--- src/msi_pkg.sv ---
// Package for the median selector: payload structs, register map and the
// float ordering key. Used by msi_cell and median_select_with_index.
package msi_pkg;

  localparam int unsigned PosW  = 10;
  localparam int unsigned DataW = 32;
  localparam int unsigned AddrW = 2;

  localparam logic [AddrW-1:0] RegNanSkip = 2'd0;

  typedef struct packed {
    logic [DataW-1:0] sample_bits;
    logic             last_sample;
  } in_item_t;

  typedef struct packed {
    logic [DataW-1:0] median_bits;
    logic [PosW-1:0]  median_position;
    logic             overflowed;
  } out_item_t;

  typedef struct packed {
    logic             valid;
    logic [DataW-1:0] bits;
    logic [PosW-1:0]  pos;
  } cell_t;

  function automatic logic is_nan(input logic [DataW-1:0] b);
    return (b[30:23] == 8'hFF) && (b[22:0] != 23'd0);
  endfunction

  // Monotonic unsigned key for numbers; both zeros share one key.
  function automatic logic [DataW-1:0] order_key(input logic [DataW-1:0] b);
    logic [DataW-1:0] k;
    if (b[30:0] == 31'd0) begin
      k = 32'h8000_0000;
    end else if (b[31]) begin
      k = ~b;
    end else begin
      k = b | 32'h8000_0000;
    end
    return k;
  endfunction

endpackage

--- src/msi_cell.sv ---
// One cell of the insertion chain: holds one kept sample in sorted order.
// Depends on msi_pkg for cell_t and order_key.
module msi_cell (
  input  logic                    clk,
  input  logic                    rst,
  input  logic                    clear,
  input  logic                    insert,
  input  logic                    drain,
  input  logic [31:0]             new_key,
  input  msi_pkg::cell_t          new_cell,
  input  msi_pkg::cell_t          left,
  input  logic                    left_gt,
  input  msi_pkg::cell_t          right,
  output msi_pkg::cell_t          q,
  output logic                    gt
);
  import msi_pkg::*;

  logic take;

  assign gt   = q.valid && (order_key(q.bits) > new_key);
  assign take = gt || (!q.valid && left.valid);

  always_ff @(posedge clk) begin
    if (rst || clear) begin
      q.valid <= 1'b0;
    end else if (drain) begin
      q <= right;
    end else if (insert && take) begin
      q <= left_gt ? left : new_cell;
    end
  end

endmodule

--- config.mk ---
export PLATFORM = sky130hd
export DESIGN_NAME = msi_cell
export DESIGN_NICKNAME = d
export VERILOG_FILES = /design/src/msi_pkg.sv /design/src/msi_cell.sv
export SDC_FILE = /design/constraint.sdc
export NUM_CORES = 1
export LEC_CHECK = 0
export BUFFER_PORTS_ARGS = -buffer_cell sky130_fd_sc_hd__buf_2
export CAP_MARGIN = 25
export CELL_PAD_IN_SITES_DETAIL_PLACEMENT = 0
export CELL_PAD_IN_SITES_GLOBAL_PLACEMENT = 1
export CORE_ASPECT_RATIO = 0.75
export CORE_UTILIZATION = 34
export CTS_BUF_LIST = sky130_fd_sc_hd__clkbuf_8
export DETAILED_ROUTE_END_ITERATION = 8
export PLACE_DENSITY_LB_ADDON = 0.1
export SLEW_MARGIN = 20
export SYNTH_ARGS = -nofsm -noshare
export SYNTH_HDL_FRONTEND = slang
export SYNTH_SLANG_ARGS = --single-unit
export TNS_END_PERCENT = 5
--- constraint.sdc ---
create_clock -name clk -period 10.55 [get_ports clk]
set_input_delay 1.055 -clock clk [delete_from_list [all_inputs] [get_ports clk]]
set_output_delay 1.055 -clock clk [all_outputs]
set_load 0.01 [all_outputs]
==> results of run 1 <==
-- metrics by stage --
| step | power, uW | utilization |
|---|---|---|
| final | 440 | 0.487 |
| after global routing | 470 | 0.487 |
| after CTS | 447 | 0.487 |
| after detailed placement | 335 | 0.477 |
| after global placement | 332 | 0.475 |
| after floorplan | 280 | - |
-- per-layer routing --
layer	up-vias	part of all wire
met4	0	0.011
met5	-	0
met2	130	0.45
met3	11	0.078
met1	1454	0.46
li1	1764	-
-- cells in the final DEF (no fill, tap or decap), types with 2 or more instances in the layout --
master / n
buf_2: 210
nand2_1: 46
o21ai_0: 45
mux2i_1: 43
edfxtp_1: 42
nor2_1: 34
inv_1: 33
ha_1: 32
xnor2_1: 30
a21oi_1: 15
nor4_1: 8
clkbuf_8: 7
nand4_1: 6
nand3_1: 5
buf_4: 4
o21a_1: 3
nand4_2: 2
a21boi_0: 2
a21o_1: 2
-- critical path: cells and delay by family (launching register included) --
family / cells / cell delay [ns]
and+or+nand+nor: 6 / 1.33
AOI/OAI and AO/OA: 3 / 0.87
DFF: 1 / 0.46
buffers and inverters: 2 / 0.37
adders and majority gates: 1 / 0.32
-- worst min-delay path by stage --
stage	slack, ns	endpoint	depth (start not counted)
floorplan	0.66	q[42]	3
global placement	0.66	q[42]	3
detailed placement	0.67	q[42]	3
CTS	0.68	q[42]	3
global route	0.72	q[42]	3
finish	0.68	q[42]	3
-- power breakdown --
part | internal (uW) | leakage [uW] | total (uW) | switching [uW]
Sequential | 198 | 0.000398 | 205 | 6.87
Combinational | 62.2 | 0.00196 | 125 | 62.5
Clock | 58.7 | 0.0000557 | 110 | 51.1
-- cell families after synthesis --
family | after synthesis | synth area share
multiplexers | 43 | 0.122
buffers and inverters | 54 | 0.0612
flip-flops | 43 | 0.362
AO/OA/AOI/OAI | 77 | 0.126
adder cells (fa/ha/maj) | 32 | 0.113
AND/OR/NAND/NOR | 108 | 0.139
XOR/XNOR | 31 | 0.0767
-- final cells by class --
type                    count  area (um2)  area share
well taps                 132         165      0.0343
inverters                  32         120      0.0249
clock inverters             1        3.75    0.000779
flip-flops and latches     43        1280       0.266
multi-input cells         291        2050       0.426
repair buffers            215        1100       0.228
clock buffers               7        96.3      0.0200
==> run metrics, run 1 <==
met1 Use GR 0.255; post-route ant nets 0; most frequent cell after synthesis nand2_1; busiest grt layer met2; TritonCTS buffer count 5; share of the synthesized area in the top cell type 0.356; hold_buf cts 0; RePlAce Congestion 0.850; placed cell area 4720 um2; Clock Latency Late Sink 0.29 ns; clk sinks 43; critical path fanouts, max 17; Final Slew Violations 0; R2R Path End q[1]; Regs by FF count q: 43 flops; Most flops, register q; CP arrival 3.64 ns; num rows 31; Max Cap Viol 0; Main synth FF type edfxtp_1; Setup TNS 0 ns; worst hold path type flop to flop; Seq/Total Area, Yosys 0.362; Final min period 4.70 ns; Layout Cells excl Fill 721; Seq cells post-synth 43; Synth async-reset ratio 0; die extent in x 120 um; Avg Inst Size Synth 9.12 um2; slowest CP cell nor2_2; die area 10,800 um2; Crit. End Element output port; drt drc 0; Fin Clk Skew 0.00328 ns; Layout area overhead 36.1%; DRT Wirelength 10,300 um; max reg flops 43; routing usage on met3 0.0505; final count of hold timing violations 0; largest net degree at the start of global routing 90; crit path from q[13]; initial antenna violation count 0; Placed Cells 713; I/O Buffers 210; CTS Root Buffer Type clkbuf_8; cell area power density 91.3 nW/um2; Synth area leaders edfxtp_1 (36%), mux2i_1 (12%), ha_1 (11%); Tcrit/Tclk final 0.445; RR Startpoint q[13]; Core ar. 9890 um2; CTS tree yes; crit path cell chain nor4_1 -> nand4_1 -> nor2_2 -> buf_8 -> nor2_1 -> ha_1 -> nand4_2 -> nor4_2 -> a21boi_1 -> o41a_2 -> o211a_1 -> buf_2; Net count, final 787; number of distinct library cells after synthesis 36; Yosys top cell by area edfxtp_1; Final HPWL DP 8840 um; R2R Setup Slk 6.12 ns; Die Y 90.3 um; slowest stage delay, CP 0.52 ns; Critical Path RT 9.50 ns; Slew headroom 0.540; final setup fails 0; filler cell count 1,016; vias in the first global route 3,251; clock slew at reported path FFs 0.08 ns; syn nets 587; layout cells sized above 1 0.392; Post-Syn Area 3540 um2; DR WL/cell 14.3 um; R2R depth 13; CTS H-Tree Depth 2; Max VDD drop 0.0421 mV; post-CTS setup repair buffer count 0; antenna cell count 0; HP Start q[42]; setup ws final 5.85 ns; synth cell count leaders nand2_1 (46), o21ai_0 (45), mux2i_1 (43); P_leak 0.00242 uW; met2 Use GR 0.313; first-pass GRT wire length 16,300 um; 1st-iter DRT viols 126; Bufs on Longest Clock Path 2; YS warnings 0; drt first pass iters 4; Initial Util 0.358; I/O pin count 211; startpoint types flop; Post-synth EDFFs 42; Syn Inst Count 388; via density per instance 4.66; RSZ-0062 raised after global routing no; pre-CTS setup slack 6.06 ns; hold slack 0.677 ns; grt total ovfl 0; Worst Setup Path Type flop to output port; status finished clean; final non-filler cell area 4820 um2; worst setup path end gt; via count 3,359; Worst-Margin Slew 0.690 ns; # resized after CTS 0; gr usage total 0.192; FMAX 0.213 GHz
No activity file was read; power rests on OpenSTA's default activity.
==> inputs of run 2 (changes only) <==
- ABC_AREA: unset -> 1
- CORE_UTILIZATION: 34 -> 28
- clock period: 10.55 -> 4.3 ns (I/O delays scaled with it)
==> run 2 against run 1 <==
Compared with the run above: sequential share of layout area down 0.14 points; non-clock buffer count up 4; total power up 150%; design area up 0.55%; clock power up 140%; count of clock-buffer cells in the layout down 2; global-route usage down 0.40 points; critical path type is now flop to flop; critical endpoint is now q[19]; largest cell class unchanged.
==> run metrics, run 2 <==
most common cell after layout, fill and taps aside buf_2; max reg flops 43; slowest stage delay, CP 0.50 ns; routing usage on met3 0.0535; status finished clean; Final Slew Violations 0; YS warnings 0; Main synth FF type edfxtp_1; most frequent cell after synthesis a21oi_1; Bufs on Longest Clock Path 2; die extent in x 132 um; register area 1280 um2; RR Startpoint q[23]; final setup fails 0; TritonCTS buffer count 5; I/O pin count 211; drt drc 0; Post-Syn Area 3540 um2; final count of hold timing violations 0; Layout area overhead 36.7%; Most flops, register q; Tcrit/Tclk final 0.833; gr usage total 0.188; Avg Inst Size Synth 7.52 um2; 1st-iter DRT viols 91; R2R depth 19; Final HPWL DP 9640 um; Critical Path RT 4.26 ns; Syn Inst Count 471; Regs by FF count q: 43 flops; syn nets 670; hold path depth 4; R2R Setup Slk 0.72 ns; clk sinks 43; hold slack 0.383 ns; drt first pass iters 4; Post-synth EDFFs 42; P_leak 0.00240 uW; slowest CP cell nor4_1; RSZ-0062 raised after global routing no; worst hold path type primary input to flop; Seq cells post-synth 43; number of distinct library cells after synthesis 25; FMAX 0.279 GHz; post-route ant nets 0; Fin Clk Skew 0.00686 ns; DR WL/cell 14.6 um; Crit. End Element flop; Core ar. 12,300 um2; HP Start clear; via count 3,816; R2R Path End q[19]; crit path cell chain nor4_1 -> nand4_1 -> nor2_2 -> buf_4 -> nor2_1 -> ha_1 -> nand2_1 -> nor2_1 -> nand2_1 -> inv_1 -> nand2_1 -> nand2_1 -> nand2_1 -> nand2_1 -> nand2_1 -> nand2_1 -> nand2_1 -> a21boi_4 -> buf_4; CTS H-Tree Depth 2; Synth area leaders edfxtp_1 (36%), a21oi_1 (14%), ha_1 (11%); met2 Use GR 0.293; layout cells sized above 1 0.346; cell area power density 226 nW/um2; most frequent cells in the layout buf_2 (210), a21oi_1 (97), nand2_1 (89); share of the synthesized area in the top cell type 0.356; footprint of the multi-input gates 1990 um2; Synth async-reset ratio 0; Max VDD drop 0.0956 mV; via density per instance 4.55; initial antenna violation count 0; Worst-Margin Slew 0.537 ns; met1 Use GR 0.257; first-pass GRT wire length 19,200 um; Max Cap Viol 0; RePlAce Congestion 0.756; Final min period 3.58 ns; Slew headroom 0.642; filler cell count 1,347; # resized after CTS 0; Initial Util 0.288; DRT Wirelength 12,300 um; CP arrival 3.54 ns; num rows 35; grt total ovfl 0; antenna cell count 0; synth cell count leaders a21oi_1 (97), nand2_1 (89), nor2_1 (83); clock slew at reported path FFs 0.09 ns; hold_buf cts 0; vias in the first global route 3,751; startpoint types flop; busiest grt layer met2; CTS Root Buffer Type clkbuf_8; Seq/Total Area, Yosys 0.362; Hold Path End q[42]; post-CTS setup repair buffer count 0; Clock Latency Late Sink 0.30 ns; Worst Setup Path Type flop to flop; Yosys top cell by area edfxtp_1; Crit path top cell by count nand2_1; die area 13,100 um2; Setup TNS 0 ns; CTS tree yes; I/O Buffers 210; largest net degree at the start of global routing 46; Total Power 1100 uW; Die Y 99.4 um; critical path fanouts, max 27; Net count, final 871
run 2: logic make-up after synthesis:
family	synth area share
flops	0.362
simple gates	0.213
compound gates	0.155
xor+xnor	0.0766
fa+ha+maj	0.113
buf+inv	0.0812
run 2: cell type report:
type / count / share of cell area
clock buffer: 5 / 0.0142
clock inverter: 3 / 0.00336
inverter: 44 / 0.0341
multi-input combinational: 359 / 0.410
sequential: 43 / 0.265
tap: 166 / 0.0429
timing repair buffer: 219 / 0.231
run 2: per-stage QoR:
stage,cells,util,worst slack (ns),area [um2]
6_report,839,0.394,0.719,4840
5_1_grt,839,0.394,0.340,4840
4_1_cts,839,0.394,0.597,4840
3_5_place_dp,831,0.387,0.622,4760
3_3_place_gp,831,0.387,0.689,4760
2_1_floorplan,471,-,0.454,3550
run 2: worst max-delay path by stage:
stage | from | endpoint | slack, ns
after floorplan | q[26] | q[0] | 0.45
after global placement | q[22] | q[19] | 0.69
after detailed placement | q[23] | q[15] | 0.62
after CTS | q[23] | q[18] | 0.60
after global routing | q[23] | q[18] | 0.34
final | q[23] | q[19] | 0.72
run 2: report_power, final:
group	internal, uW	switching (uW)
clock	112	153
combinational	153	177
sequential	486	14.2
run 2: routing by layer:
layer	share of wire	wire length, um
met1	0.50	6150
met2	0.42	5130
met3	0.072	882
met4	0.0093	114
met5	0	0
run 2: worst max-delay path: cells and delay by family, from the launching register on:
family / cells / cell delay [ns]
buffers and inverters: 3 / 0.67
and+or+nand+nor: 14 / 1.70
AOI/OAI and AO/OA: 1 / 0.14
DFF: 1 / 0.44
adders and majority gates: 1 / 0.29
==> inputs of run 3 (changes only) <==
- ABC_AREA: 1 -> 0
- CORE_UTILIZATION: 28 -> 32
- clock period: 4.3 -> 3.4 ns (I/O delays scaled with it)
==> run 3 against run 2 <==
Compared with the run above: the run now ends with setup timing left; routed wire length decreased by 4.9%; final cell count decreased by 8.3%; worst setup slack got worse by 0.94 ns; first-iteration DRC count increased by 59%; critical path depth decreased by 7; register-to-register slack got worse by 0.94 ns; flip-flop and latch count unchanged; design area increased by 14%; die area decreased by 12%; non-clock buffer count increased by 40; largest cell class unchanged; largest power group unchanged; highest routed layer unchanged.
==> run metrics, run 3 (synthesis results as in run 1) <==
CTS tree yes; drt drc 0; final setup fails 43; DRT Wirelength 11,700 um; violated checks setup timing; CP top delay family simple AND/OR/NAND/NOR gates; FMAX 0.276 GHz; Net count, final 831; CTS H-Tree Depth 2; cell area power density 274 nW/um2; DR WL/cell 15.2 um; Crit. End Element output port; placed cell area 4940 um2; final non-filler cell area 5530 um2; 1st-iter DRT viols 145; first-pass GRT wire length 17,100 um; Max VDD drop 0.147 mV; layout cells sized above 1 0.469; Max Cap Viol 0; I/O Buffers 210; die area 11,500 um2; WP buf/inv 3; TritonCTS buffer count 5; RePlAce Congestion 0.768; grt total ovfl 0; RSZ-0062 raised after global routing yes; Initial Util 0.336; CP arrival 3.29 ns; I/O pin count 211; Critical Path RT 3.06 ns; via count 3,536; vias in the first global route 3,477; via density per instance 4.60; setup ws final -0.226 ns; gr usage total 0.196; Worst-Margin Slew 0.756 ns; Final HPWL DP 9200 um; Final Slew Violations 0; P_leak 0.00273 uW; final count of hold timing violations 0; num rows 32; Tcrit/Tclk final 1.07; hold_buf cts 0; Clock Latency Late Sink 0.29 ns; drt first pass iters 4; worst hold path type primary input to flop; post-route ant nets 0; most common cell after layout, fill and taps aside buf_2; initial antenna violation count 0; Final min period 3.63 ns; Most flops, register q; clk sinks 43; critical path fanouts, max 7; Regs by FF count q: 43 flops; slowest stage delay, CP 0.45 ns; startpoint types flop; max reg flops 43; Die Y 93.1 um; Bufs on Longest Clock Path 2; clock slew at reported path FFs 0.08 ns; antenna cell count 0; crit path cell chain nor4_2 -> nand4_1 -> nor2_4 -> buf_6 -> bufbuf_16 -> nor2_1 -> ha_1 -> nand4_1 -> nor2_1 -> a2111o_1 -> o211a_1 -> buf_2; Layout area overhead 56.2%; die extent in x 123 um; slowest CP cell a2111o_1; Slew headroom 0.496; pre-CTS setup slack -0.0796 ns; Worst Setup Path Type flop to output port; status complete, but fails checks; most frequent cells in the layout buf_2 (210), o21ai_0 (45), nand2_1 (45); Fin Clk Skew 0.00331 ns; Core ar. 10,500 um2; CTS Root Buffer Type clkbuf_8; largest net degree at the start of global routing 63
-- run 3: repair_timing --
action / CTS / global route
setup buffers: 14 / 2
setup endpoints to repair: 43 / 44
pin swaps: 17 / 18
gates resized for setup: 18 / 18
hold endpoints to repair: 0 / 0
gates cloned: 4 / 3
-- run 3: path summary, 6_finish.rpt --
check / end / from / slack [ns] / cells past startpoint
setup / recovery: gt / q[10] / -0.23 / 12
hold / removal: q[34] / right[34] / 0.33 / 3
setup reg to reg: q[16] / q[10] / -0.22 / 15
hold reg to reg: q[42] / q[42] / 0.74 / 3
-- run 3: layer usage --
metal / share of wire / up-vias / global-route usage
met3: 0.062 / 9 / 0.0372
met4: 0.012 / 0 / 0.0492
li1: - / 1854 / -
met2: 0.47 / 113 / 0.329
met1: 0.45 / 1560 / 0.257
met5: 0 / - / 0
-- run 3: layout make-up --
class                      count  area, um2
sequential                    43       1280
multi-input combinational    291       2250
clock inverter                 2       35.0
clock buffer                   6       82.6
tap                          136        170
fill                         997       5000
timing repair buffer         259       1590
inverter                      32        120
-- run 3: worst min-delay path, delay by kind of cell --
| family | cells | cell delay (ns) |
|---|---|---|
| buffers and inverters | 1 | 0.07 |
| AOI/OAI and AO/OA | 1 | 0.05 |
| and+or+nand+nor | 1 | 0.04 |
-- run 3: per-stage QoR --
stage	util	power [uW]	hold slack, ns	std cells	setup TNS (ns)
3_3_place_gp	0.469	1060	0.631	740	0
5_1_grt	0.525	1600	0.333	769	-16.93
4_1_cts	0.510	1490	0.319	766	-8.07
6_report	0.525	1510	0.327	769	-9.08
2_1_floorplan	-	870	0.504	388	-4.94
3_5_place_dp	0.469	1070	0.626	740	-3.27
-- run 3: power by group --
part	switching [uW]	total (uW)	internal (uW)
clock	166	404	238
sequential	15.5	630	614
combinational	234	480	247
